===== src/rtl/sedd_pkg.sv =====
// Shared types and constants for the start/end delimited deframer.
`timescale 1ns / 1ps

package sedd_pkg;

    // Width of one received or emitted byte.
    localparam int unsigned BYTE_W = 8;

    // Width of the configuration register index.
    localparam int unsigned CFG_IDX_W = 2;

    // Configuration register indexes.
    localparam logic [CFG_IDX_W-1:0] CFG_START_BYTE = 2'd0;
    localparam logic [CFG_IDX_W-1:0] CFG_END_BYTE   = 2'd1;

    // Commands from the controller to the datapath.
    typedef struct packed {
        logic wr_first;  // store the opening byte at entry zero
        logic wr_next;   // append the current byte to the frame
        logic rd_first;  // fetch entry zero into the output register
        logic rd_next;   // fetch the following entry into the output register
        logic out_zero;  // drive a zero data byte for the overflow notice
    } sedd_cmd_t;

    // Status from the datapath to the controller.
    typedef struct packed {
        logic is_start;  // incoming byte equals the start byte
        logic is_end;    // incoming byte equals the end byte
        logic full;      // frame buffer holds the maximum byte count
        logic rd_last;   // the byte on the output is the final one of the frame
    } sedd_sts_t;

endpackage


===== src/rtl/start_end_delimiter_deframer_top.sv =====
// Top level of the start/end delimited deframer: ports, controller and datapath.
// A frame's first byte appears in the cycle after its end byte is accepted.
// One input byte per cycle while hunting or collecting; readout then sends one byte
// per cycle while m_tready is high (set by the buffer's single registered read port),
// and no input is taken until the frame's last beat or the overflow notice is taken.
// Reset (aresetn, synchronous, active low) clears both delimiter registers to zero
// and returns the block to hunting for a start byte; the buffer needs no clearing.
`timescale 1ns / 1ps

module start_end_delimiter_deframer_top #(
    parameter int unsigned FRAME_MAX = 64
) (
    input  logic                           aclk,
    input  logic                           aresetn,
    // Configuration write channel.
    input  logic                           cfg_valid,
    output logic                           cfg_ready,
    input  logic [sedd_pkg::CFG_IDX_W-1:0] cfg_index,
    input  logic [sedd_pkg::BYTE_W-1:0]    cfg_data,
    // Received byte stream.
    input  logic                           s_tvalid,
    output logic                           s_tready,
    input  logic [sedd_pkg::BYTE_W-1:0]    s_tdata,   // [7:0] rx_byte
    // Frame byte stream.
    output logic                           m_tvalid,
    input  logic                           m_tready,
    output logic [sedd_pkg::BYTE_W-1:0]    m_tdata,   // [7:0] frame_byte
    output logic                           m_tlast,   // last
    output logic                           m_tuser    // [0] overflow
);

    sedd_pkg::sedd_cmd_t cmd;
    sedd_pkg::sedd_sts_t sts;

    // Configuration writes are taken in any cycle.
    assign cfg_ready = 1'b1;

    sedd_ctrl u_ctrl (
        .aclk     (aclk),
        .aresetn  (aresetn),
        .s_tvalid (s_tvalid),
        .s_tready (s_tready),
        .m_tvalid (m_tvalid),
        .m_tready (m_tready),
        .m_tlast  (m_tlast),
        .m_tuser  (m_tuser),
        .sts      (sts),
        .cmd      (cmd)
    );

    sedd_dp #(
        .FRAME_MAX (FRAME_MAX)
    ) u_dp (
        .aclk      (aclk),
        .aresetn   (aresetn),
        .cfg_valid (cfg_valid && cfg_ready),
        .cfg_index (cfg_index),
        .cfg_data  (cfg_data),
        .s_tdata   (s_tdata),
        .cmd       (cmd),
        .sts       (sts),
        .m_tdata   (m_tdata)
    );

endmodule


===== src/rtl/sedd_dp.sv =====
// Datapath of the deframer: configuration, frame buffer, counters and output data.
`timescale 1ns / 1ps

module sedd_dp #(
    parameter int unsigned FRAME_MAX = 64
) (
    input  logic                           aclk,
    input  logic                           aresetn,
    input  logic                           cfg_valid,
    input  logic [sedd_pkg::CFG_IDX_W-1:0] cfg_index,
    input  logic [sedd_pkg::BYTE_W-1:0]    cfg_data,
    input  logic [sedd_pkg::BYTE_W-1:0]    s_tdata,
    input  sedd_pkg::sedd_cmd_t            cmd,
    output sedd_pkg::sedd_sts_t            sts,
    output logic [sedd_pkg::BYTE_W-1:0]    m_tdata
);

    localparam int unsigned ADDR_W = $clog2(FRAME_MAX);
    localparam int unsigned FILL_W = $clog2(FRAME_MAX + 1);

    logic [sedd_pkg::BYTE_W-1:0] start_reg;
    logic [sedd_pkg::BYTE_W-1:0] end_reg;
    logic [FILL_W-1:0]           fill_reg;
    logic [FILL_W-1:0]           fill_next;
    logic [ADDR_W-1:0]           rd_idx_reg;
    logic [ADDR_W-1:0]           rd_idx_next;
    logic [ADDR_W-1:0]           wr_addr;
    logic [ADDR_W-1:0]           rd_addr;
    logic [sedd_pkg::BYTE_W-1:0] rd_data_reg;
    logic [sedd_pkg::BYTE_W-1:0] frame_mem [FRAME_MAX];

    // Configuration registers; writes beyond the register list are ignored.
    always_ff @(posedge aclk) begin
        if (!aresetn) begin
            start_reg <= '0;
            end_reg   <= '0;
        end else if (cfg_valid) begin
            case (cfg_index)
                sedd_pkg::CFG_START_BYTE: start_reg <= cfg_data;
                sedd_pkg::CFG_END_BYTE:   end_reg   <= cfg_data;
                default: ;
            endcase
        end
    end

    // Fill count and readout index updates.
    always_comb begin
        fill_next   = fill_reg;
        rd_idx_next = rd_idx_reg;
        if (cmd.wr_first) begin
            fill_next = FILL_W'(1);
        end else if (cmd.wr_next) begin
            fill_next = fill_reg + 1'b1;
        end
        if (cmd.rd_first) begin
            rd_idx_next = '0;
        end else if (cmd.rd_next) begin
            rd_idx_next = rd_idx_reg + 1'b1;
        end
    end

    always_ff @(posedge aclk) begin
        if (!aresetn) begin
            fill_reg   <= '0;
            rd_idx_reg <= '0;
        end else begin
            fill_reg   <= fill_next;
            rd_idx_reg <= rd_idx_next;
        end
    end

    // A byte is only appended while the buffer is not full, so the count fits the address.
    assign wr_addr = cmd.wr_first ? '0 : fill_reg[ADDR_W-1:0];
    assign rd_addr = rd_idx_next;

    // Frame buffer with one write port and one registered read port.
    always_ff @(posedge aclk) begin
        if (cmd.wr_first || cmd.wr_next) begin
            frame_mem[wr_addr] <= s_tdata;
        end
        if (cmd.rd_first || cmd.rd_next) begin
            rd_data_reg <= frame_mem[rd_addr];
        end
    end

    // Status toward the controller.
    always_comb begin
        sts.is_start = (s_tdata == start_reg);
        sts.is_end   = (s_tdata == end_reg);
        sts.full     = (fill_reg == FILL_W'(FRAME_MAX));
        sts.rd_last  = ((FILL_W'(rd_idx_reg) + 1'b1) == fill_reg);
    end

    // The overflow notice carries a zero data byte.
    assign m_tdata = cmd.out_zero ? '0 : rd_data_reg;

endmodule


===== src/rtl/sedd_ctrl.sv =====
// Controller state machine of the deframer: hunt, collect, readout and overflow notice.
`timescale 1ns / 1ps

module sedd_ctrl (
    input  logic                aclk,
    input  logic                aresetn,
    input  logic                s_tvalid,
    output logic                s_tready,
    output logic                m_tvalid,
    input  logic                m_tready,
    output logic                m_tlast,
    output logic                m_tuser,
    input  sedd_pkg::sedd_sts_t sts,
    output sedd_pkg::sedd_cmd_t cmd
);

    typedef enum logic [3:0] {
        ST_HUNT    = 4'b0001,
        ST_COLLECT = 4'b0010,
        ST_READOUT = 4'b0100,
        ST_OVF     = 4'b1000
    } state_t;

    state_t state_reg;
    state_t state_next;
    logic   in_beat;
    logic   out_beat;

    assign in_beat  = s_tvalid && s_tready;
    assign out_beat = m_tvalid && m_tready;

    // Next state and datapath commands.
    always_comb begin
        state_next   = state_reg;
        cmd          = '0;
        cmd.out_zero = (state_reg == ST_OVF);
        case (state_reg)
            ST_HUNT: begin
                if (in_beat && sts.is_start) begin
                    cmd.wr_first = 1'b1;
                    state_next   = ST_COLLECT;
                end
            end
            ST_COLLECT: begin
                if (in_beat) begin
                    if (sts.full) begin
                        state_next = ST_OVF;
                    end else begin
                        cmd.wr_next = 1'b1;
                        if (sts.is_end) begin
                            cmd.rd_first = 1'b1;
                            state_next   = ST_READOUT;
                        end
                    end
                end
            end
            ST_READOUT: begin
                if (out_beat) begin
                    if (sts.rd_last) begin
                        state_next = ST_HUNT;
                    end else begin
                        cmd.rd_next = 1'b1;
                    end
                end
            end
            ST_OVF: begin
                if (out_beat) begin
                    state_next = ST_HUNT;
                end
            end
            default: begin
                state_next = ST_HUNT;
            end
        endcase
    end

    always_ff @(posedge aclk) begin
        if (!aresetn) begin
            state_reg <= ST_HUNT;
        end else begin
            state_reg <= state_next;
        end
    end

    // Handshake outputs come straight from the state register; m_tlast also uses the last-byte status.
    assign s_tready = (state_reg == ST_HUNT) || (state_reg == ST_COLLECT);
    assign m_tvalid = (state_reg == ST_READOUT) || (state_reg == ST_OVF);
    assign m_tlast  = (state_reg == ST_OVF) || ((state_reg == ST_READOUT) && sts.rd_last);
    assign m_tuser  = (state_reg == ST_OVF);

    // Input and output sides are never open in the same cycle.
    a_no_overlap: assert property (@(posedge aclk) disable iff (!aresetn)
        !(s_tready && m_tvalid))
        else $error("input and output open together");

    // A closing byte that fits starts the readout on the next cycle.
    a_end_starts_readout: assert property (@(posedge aclk) disable iff (!aresetn)
        (state_reg == ST_COLLECT && in_beat && !sts.full && sts.is_end)
        |=> (m_tvalid && !m_tuser))
        else $error("frame readout did not start after the end byte");

    // A byte arriving at a full buffer yields the overflow notice next.
    a_full_gives_ovf: assert property (@(posedge aclk) disable iff (!aresetn)
        (state_reg == ST_COLLECT && in_beat && sts.full)
        |=> (m_tvalid && m_tuser && m_tlast))
        else $error("overflow notice missing after a full buffer");

    // The final beat of a frame or notice returns the block to hunting.
    a_last_to_hunt: assert property (@(posedge aclk) disable iff (!aresetn)
        (out_beat && m_tlast) |=> (state_reg == ST_HUNT))
        else $error("block did not go idle after the final beat");

endmodule

===== config.mk =====
export PLATFORM = sky130hd
export DESIGN_NAME = start_end_delimiter_deframer_top
export DESIGN_NICKNAME = d
export VERILOG_FILES = /design/src/rtl/sedd_pkg.sv /design/src/rtl/start_end_delimiter_deframer_top.sv /design/src/rtl/sedd_dp.sv /design/src/rtl/sedd_ctrl.sv
export SDC_FILE = /design/constraint.sdc
export NUM_CORES = 1
export LEC_CHECK = 0
export ABC_AREA = 1
export BUFFER_PORTS_ARGS = -buffer_cell sky130_fd_sc_hd__buf_4
export CAP_MARGIN = 20
export CORE_MARGIN = 1
export CORE_UTILIZATION = 45
export DETAILED_ROUTE_END_ITERATION = 6
export GPL_TIMING_DRIVEN = 0
export PLACE_DENSITY = 0.66
export SKIP_LAST_GASP = 1
export SYNTH_ARGS = -nofsm -noshare
export SYNTH_HDL_FRONTEND = slang
export SYNTH_SLANG_ARGS = --single-unit

===== constraint.sdc =====
create_clock -name aclk -period 4.4 [get_ports aclk]
set_clock_uncertainty 0.15 [all_clocks]
set_input_delay 0.88 -clock aclk [delete_from_list [all_inputs] [get_ports aclk]]
set_output_delay 0.88 -clock aclk [all_outputs]
set_load 0.1 [all_outputs]

== After elaboration in Yosys (flattened, before gate mapping) ==
Memories as Yosys holds them, arrays and structs flattened. A register that Yosys moved wholly into a read port is not among the register bits.
Index checks and enable logic that the tools add are counted.

* Flip-flop bits (word level): 33
* Bits in writable memories: 512
* Bits of input ports: 23
* Output and inout port bits: 13
* Word-level logic and storage cells: 66
* Memories: 1

* Add/sub/neg operators: 3
* Equal/unequal tests: 15
* Multiplexer cells: 25
* Bitwise gates (word level): 1
* Reduce and logical (&&, ||, !) cells: 15

{| class="wikitable"
|+ Memory list
! name !! words !! bits a word !! read ports !! clocked after memory_dff !! wr ports !! RTL line !! source
|-
| u_dp.frame_mem || 64 || 8 || 1 || 1 || 1 || sedd_dp.sv:30 || <nowiki>logic [sedd_pkg::BYTE_W-1:0] frame_mem [FRAME_MAX];</nowiki>
|}

{| class="wikitable"
|+ Operators by type and width
! cell !! number
|-
| $mux 4 || 7
|-
| $mux 6 || 3
|-
| $eq 8x8->1 || 2
|-
| $pmux 4 s4 || 1
|-
| $mux 1 || 10
|-
| $ne 2x1->1 const B || 5
|-
| $mux 8 || 1
|-
| $add 6x1->7 const B || 1
|-
| $add 7x1->7 const B || 1
|-
| $eq 7x7->1 || 1
|-
| $eq 7x7->1 const B || 1
|-
| $add 6x1->6 const B || 1
|-
| $mux 2 || 3
|-
| $reduce_and 6->1 || 1
|-
| $logic_or 1x1->1 || 5
|-
| $eq 4x1->1 const B || 1
|-
| $eq 4x2->1 const B || 1
|-
| $eq 4x3->1 const B || 1
|-
| $eq 4x4->1 const B || 1
|-
| $logic_and 1x1->1 || 4
|-
| $reduce_and 2->1 || 2
|-
| $ne 3x3->1 const B || 1
|-
| $eq 2x1->1 const B || 1
|-
| $logic_not 2->1 || 1
|-
| 3 further kinds || 3
|}

== Logic depth before layout (Yosys ltp) ==
* Word-level depth: 9
* Gate-level depth with buffers: 22
* Depth with buffers taken out: 20

== Modules after synthesis ==
From an unflattened synthesis, not the netlist that was laid out.

* Cells, all modules: 2601
* Area, all modules: 25632.1 sq um

{| class="wikitable"
|+ Modules (own cells, without submodules)
! module !! instances !! cells an instance !! area each (sq um) !! seq. area each (sq um)
|-
| sedd_dp || 1 || 2538 || 25261.7 || 16195.5
|-
| sedd_ctrl || 1 || 61 || 359.1 || 80.1
|-
| start_end_delimiter_deframer_top || 1 || 2 || 11.3 || 0.0
|}

== Worst setup path after synthesis ==
OpenSTA, ideal clock, no wires.

* Kind: reg2out
* From: register u_ctrl.state_reg[1]
* To: output m_tlast
* Data arrival time: 3.269 ns
* Required time: 3.370 ns
* Slack: 0.101 ns
* Stages on the path, launching flop included: 7
* Buffers on the path: 1
* Cell sequence: dfxtp_1 nor2_1 inv_1 nor3_1 clkbuf_1 inv_1 a21oi_1

* Elaborated cells on any way between the ends: 4
* Classes of those cells: 2 x eq/ne; 2 x reduce/logical

{| class="wikitable"
|+ RTL lines
! what !! RTL line !! source
|-
| from (decl) || sedd_ctrl.sv:24 || <nowiki>state_t state_reg;</nowiki>
|-
| from (signal assigned) || sedd_ctrl.sv:81 || <nowiki>state_reg <= state_next;</nowiki>
|-
| $eq 4x4->1 || n/a ||
|-
| via m_tuser || start_end_delimiter_deframer_top.sv:29 || <nowiki>output logic m_tuser</nowiki>
|-
| $logic_or 1x1->1 || sedd_ctrl.sv:88 || <nowiki>assign m_tlast = (state_reg == ST_OVF) || ((state_reg == ST_READOUT) && sts.rd_last);</nowiki>
|-
| to (decl) || start_end_delimiter_deframer_top.sv:28 || <nowiki>output logic m_tlast,</nowiki>
|}

The timed path passes the listed nets, and every way through them passes these cells.

== Worst setup path after layout ==
* From: input s_tdata[0] in the netlist's numbering
* To: register u_dp.rd_data_reg[4] in the netlist's numbering, read port of u_dp.frame_mem, data pin

* Word-level cells in the longest chain between the ends: 6
* Elaborated cells on any way between the ends: 7
* Classes of those cells: 1 x eq/ne; 5 x mux; 1 x reduce/logical

{| class="wikitable"
|+ RTL lines
! what !! RTL line !! source
|-
| from (decl) || start_end_delimiter_deframer_top.sv:23 || <nowiki>input logic [sedd_pkg::BYTE_W-1:0] s_tdata,</nowiki>
|-
| $eq 8x8->1 (*) || sedd_dp.sv:89 || <nowiki>sts.is_end = (s_tdata == end_reg);</nowiki>
|-
| $mux 1 (*) || sedd_ctrl.sv:50 || <nowiki>if (sts.is_end) begin</nowiki>
|-
| $mux 2 (*) || sedd_ctrl.sv:46 || <nowiki>if (sts.full) begin</nowiki>
|-
| $mux 2 (*) || sedd_ctrl.sv:45 || <nowiki>if (in_beat) begin</nowiki>
|-
| $mux 2 (*) || sedd_ctrl.sv:37 || <nowiki>case (state_reg)</nowiki>
|-
| $mux 6 or $logic_or 1x1->1 (tied branches) || sedd_dp.sv:55, sedd_dp.sv:81 ||
|-
| to (decl) || sedd_dp.sv:29 || <nowiki>logic [sedd_pkg::BYTE_W-1:0] rd_data_reg;</nowiki>
|}

Every way passes the cells marked *; elsewhere a longest branch is shown, timed or not.
A chain may end at the register's enable or synchronous reset.

==> flow_metrics.tcl <==
set metrics [dict create \
    status "finished, final reports clean" \
    synth_xor_area_share_pct 0.278 \
    cp.arrival_ps 4640 \
    synthTopCellsByArea "edfxtp_1 (62%), nand3_1 (8.7%), inv_1 (7.3%)" \
    drt_iter0_markers 2168 \
    grt_first_pass_wirelength_mm 110 \
    die_y_microns 239 \
    io_buffers 34 \
    clock_tree.root_cell "clkbuf_16" \
    yosysSeqAreaShare_pct 64.5 \
    synth-simple-area-share_pct 22.0 \
    first_global_vias 17900 \
    yosysTopAreaCellShare_pct 61.9 \
    yosysWarningCount 0 \
    ff2ff_path_depth 16 \
    p_total_mw 12.6 \
    cts.path.max_buffers 3 \
    wl_mm 75.2 \
    holdPathStages 2 \
    tightest_slew_ps 1050 \
    synth_top_family_by_area "simple AND/OR/NAND/NOR gates" \
    hold_buffers 0 \
    synth_compound_gate_area_share_pct 2.66 \
    muxShareOfSynthArea_pct 0 \
    finalHoldViolations 0 \
    place_congestion 0.956 \
    first_pass_iters 5 \
    place_ws_ps -963 \
    track_usage_pct 26.5 \
    rsz0062_at_grt "no" \
    ir_drop_mv 0.343 \
    clkLatencyLatePin_ps 620 \
    cts.sinks 553 \
    power_density_mw_per_mm2 440 \
    syn_area_sq_mm 0.0252 \
    yosys.area.top_type "edfxtp_1" \
    synth_fa_ha_area_share_pct 0.149 \
    start_util_pct 45.6 \
    finalSetupViolCount 0 \
    whs_ps 324 \
    cp.required_ps 4730 \
    vias_per_cell 5.50 \
    period_share_pct 97.9 \
    overflow 0 \
    critPathLaunchType "input port" \
    diodes 0 \
    postLayoutCellArea_sq_mm 0.0286 \
    synth_area_per_cell_sq_um 10.0 \
    syn-num-nets 2551 \
    dpl.hpwl_mm 50.6 \
    final_util_pct 51.7 \
    io_pins 36 \
    min-delay-path-class "flip-flop to flip-flop" \
    antenna_found_initial 1 \
    numCtsBuffers 58 \
    cp_max_fo 65 \
    cp-end-kind "flip-flop" \
    crit_type "input port to flip-flop" \
    synth.distinct_cells 36 \
    drive_gt1_share_pct 11.3 \
    grt_max_degree 68 \
    drc 0 \
    min_period_ps 4310 \
    largest_reg_flops 512 \
    core_area_sq_mm 0.0553 \
    cts_tree "built" \
    slew_headroom_pct 30.0 \
    setup_ws_ps 91.5 \
    finalNetCount 2650 \
    vias 18800 \
    syn-instance-count 2525 \
    p_leak_nw 11.8 \
    ys_ff_latch 553 \
    die_area_sq_mm 0.0570 \
    fill_cells 5001 \
    regMostFlops "u_dp.frame_mem" \
    final_common_cell "edfxtp_1" \
    layout_common_cells "edfxtp_1 (520), inv_1 (490), nand3_1 (433)" \
    fmax_mhz 232 \
    syn_to_final_growth_pct 13.4 \
    fp.dieW_microns 239 \
    h-tree-depth 2 \
    cap_violations 0 \
    placed_cell_area_sq_mm 0.0265 \
    drv_slew 0 \
    wl_per_cell_microns 22.0 \
    path_clk_slew_ps 60 \
    row_count 86 \
    ant_nets 0 \
]
-- cells in the mapped netlist --
| library cell | instances |
|---|---|
| nand4_2 | 2 |
| o22ai_1 | 2 |
| nand4_1 | 184 |
| nand3_1 | 438 |
| nand2_1 | 405 |
| or2_2 | 2 |
| nand2_2 | 1 |
| nand3_2 | 4 |
| nor3_1 | 11 |
| nor2_1 | 126 |
| xnor2_1 | 7 |
| nor4_1 | 2 |
| dfxtp_1 | 33 |
| o21a_1 | 1 |
| nor2_2 | 3 |
| clkbuf_4 | 1 |
| conb_1 | 1 |
| o21ai_0 | 25 |
| clkinv_1 | 1 |
| inv_1 | 490 |
| ha_1 | 3 |
| clkbuf_1 | 38 |
| buf_6 | 2 |
| buf_2 | 99 |
| o21ai_1 | 64 |
| nand3_4 | 1 |
| buf_4 | 10 |
| nand3b_1 | 1 |
| buf_1 | 2 |
| or2_1 | 1 |
| inv_2 | 8 |
| a21oi_1 | 17 |
| nor3b_1 | 3 |
| o211ai_1 | 16 |
| edfxtp_1 | 520 |
| xor2_1 | 1 |
-- power by group --
group,switching [mW],internal [mW],leakage [nW],total (mW)
Sequential,0.0236,5.80,4.94,5.82
Clock,2.04,2.95,0.956,4.99
Combinational,1.34,0.443,5.95,1.78
Total,3.41,9.18,11.8,12.6
-- cell families after synthesis --
kind of cell / count (synthesis)
adders and majority gates: 3
and+or+nand+nor: 1184
DFF: 553
AOI/OAI and AO/OA: 125
buffers and inverters: 651
other: 1
xor gates and xnor gates: 8
-- repair_timing --
action | 4_1_cts | 5_1_grt
buffers inserted | 1 | 0
setup endpoints to repair | 280 | 295
gates resized for setup | 23 | 28
-- cell type report --
cell class | instances | area [sq um] | share of cell area, %
tap | 748 | 936 | 3.27
buffer | 152 | 752 | 2.63
sequential | 553 | 16300 | 56.9
inverter | 499 | 1870 | 6.55
clock inverter | 31 | 309 | 1.08
clock buffer | 79 | 1630 | 5.71
timing repair buffer | 39 | 345 | 1.21
multi-input combinational | 1321 | 6490 | 22.7
-- metrics by stage --
stage	instances	setup TNS, ps
after floorplan	2525	0
after detailed placement	3310	-298210
after global placement	3307	-287080
final	3422	0
after CTS	3421	-5990
after global routing	3422	0
-- final timing paths --
kind | slack (ps) | startpoint | endpoint
min | 320 | u_dp.fill_reg[6] | u_dp.fill_reg[6]
max reg2reg | 320 | u_dp.fill_reg[0] | u_dp.rd_data_reg[4]
max | 90 | s_tdata[0] | u_dp.rd_data_reg[4]
min reg2reg | 320 | u_dp.fill_reg[6] | u_dp.fill_reg[6]
-- critical path, cell delays in order --
cell and delay (ps):
clkbuf_8 470, inv_1 170, nand2_1 90, nand3_1 80
nor3_1 610, nand4_4 370, clkbuf_1 460, clkbuf_1 390
nand4_1 220, nand3_1 90, nand3_1 100, nand3_1 230
nand3_1 180, nand3_1 120, nand2_1 120
-- routing by layer --
| metal | global-route usage, % | wire length [microns] | up-vias |
|---|---|---|---|
| met4 | 10.2 | 2710 | 0 |
| met3 | 4.62 | 6880 | 132 |
| met2 | 42.8 | 35100 | 875 |
| li1 | - | - | 8734 |
| met5 | 0 | 0 | - |
| met1 | 35.7 | 30500 | 9070 |
(Power assumes the default switching activity.)
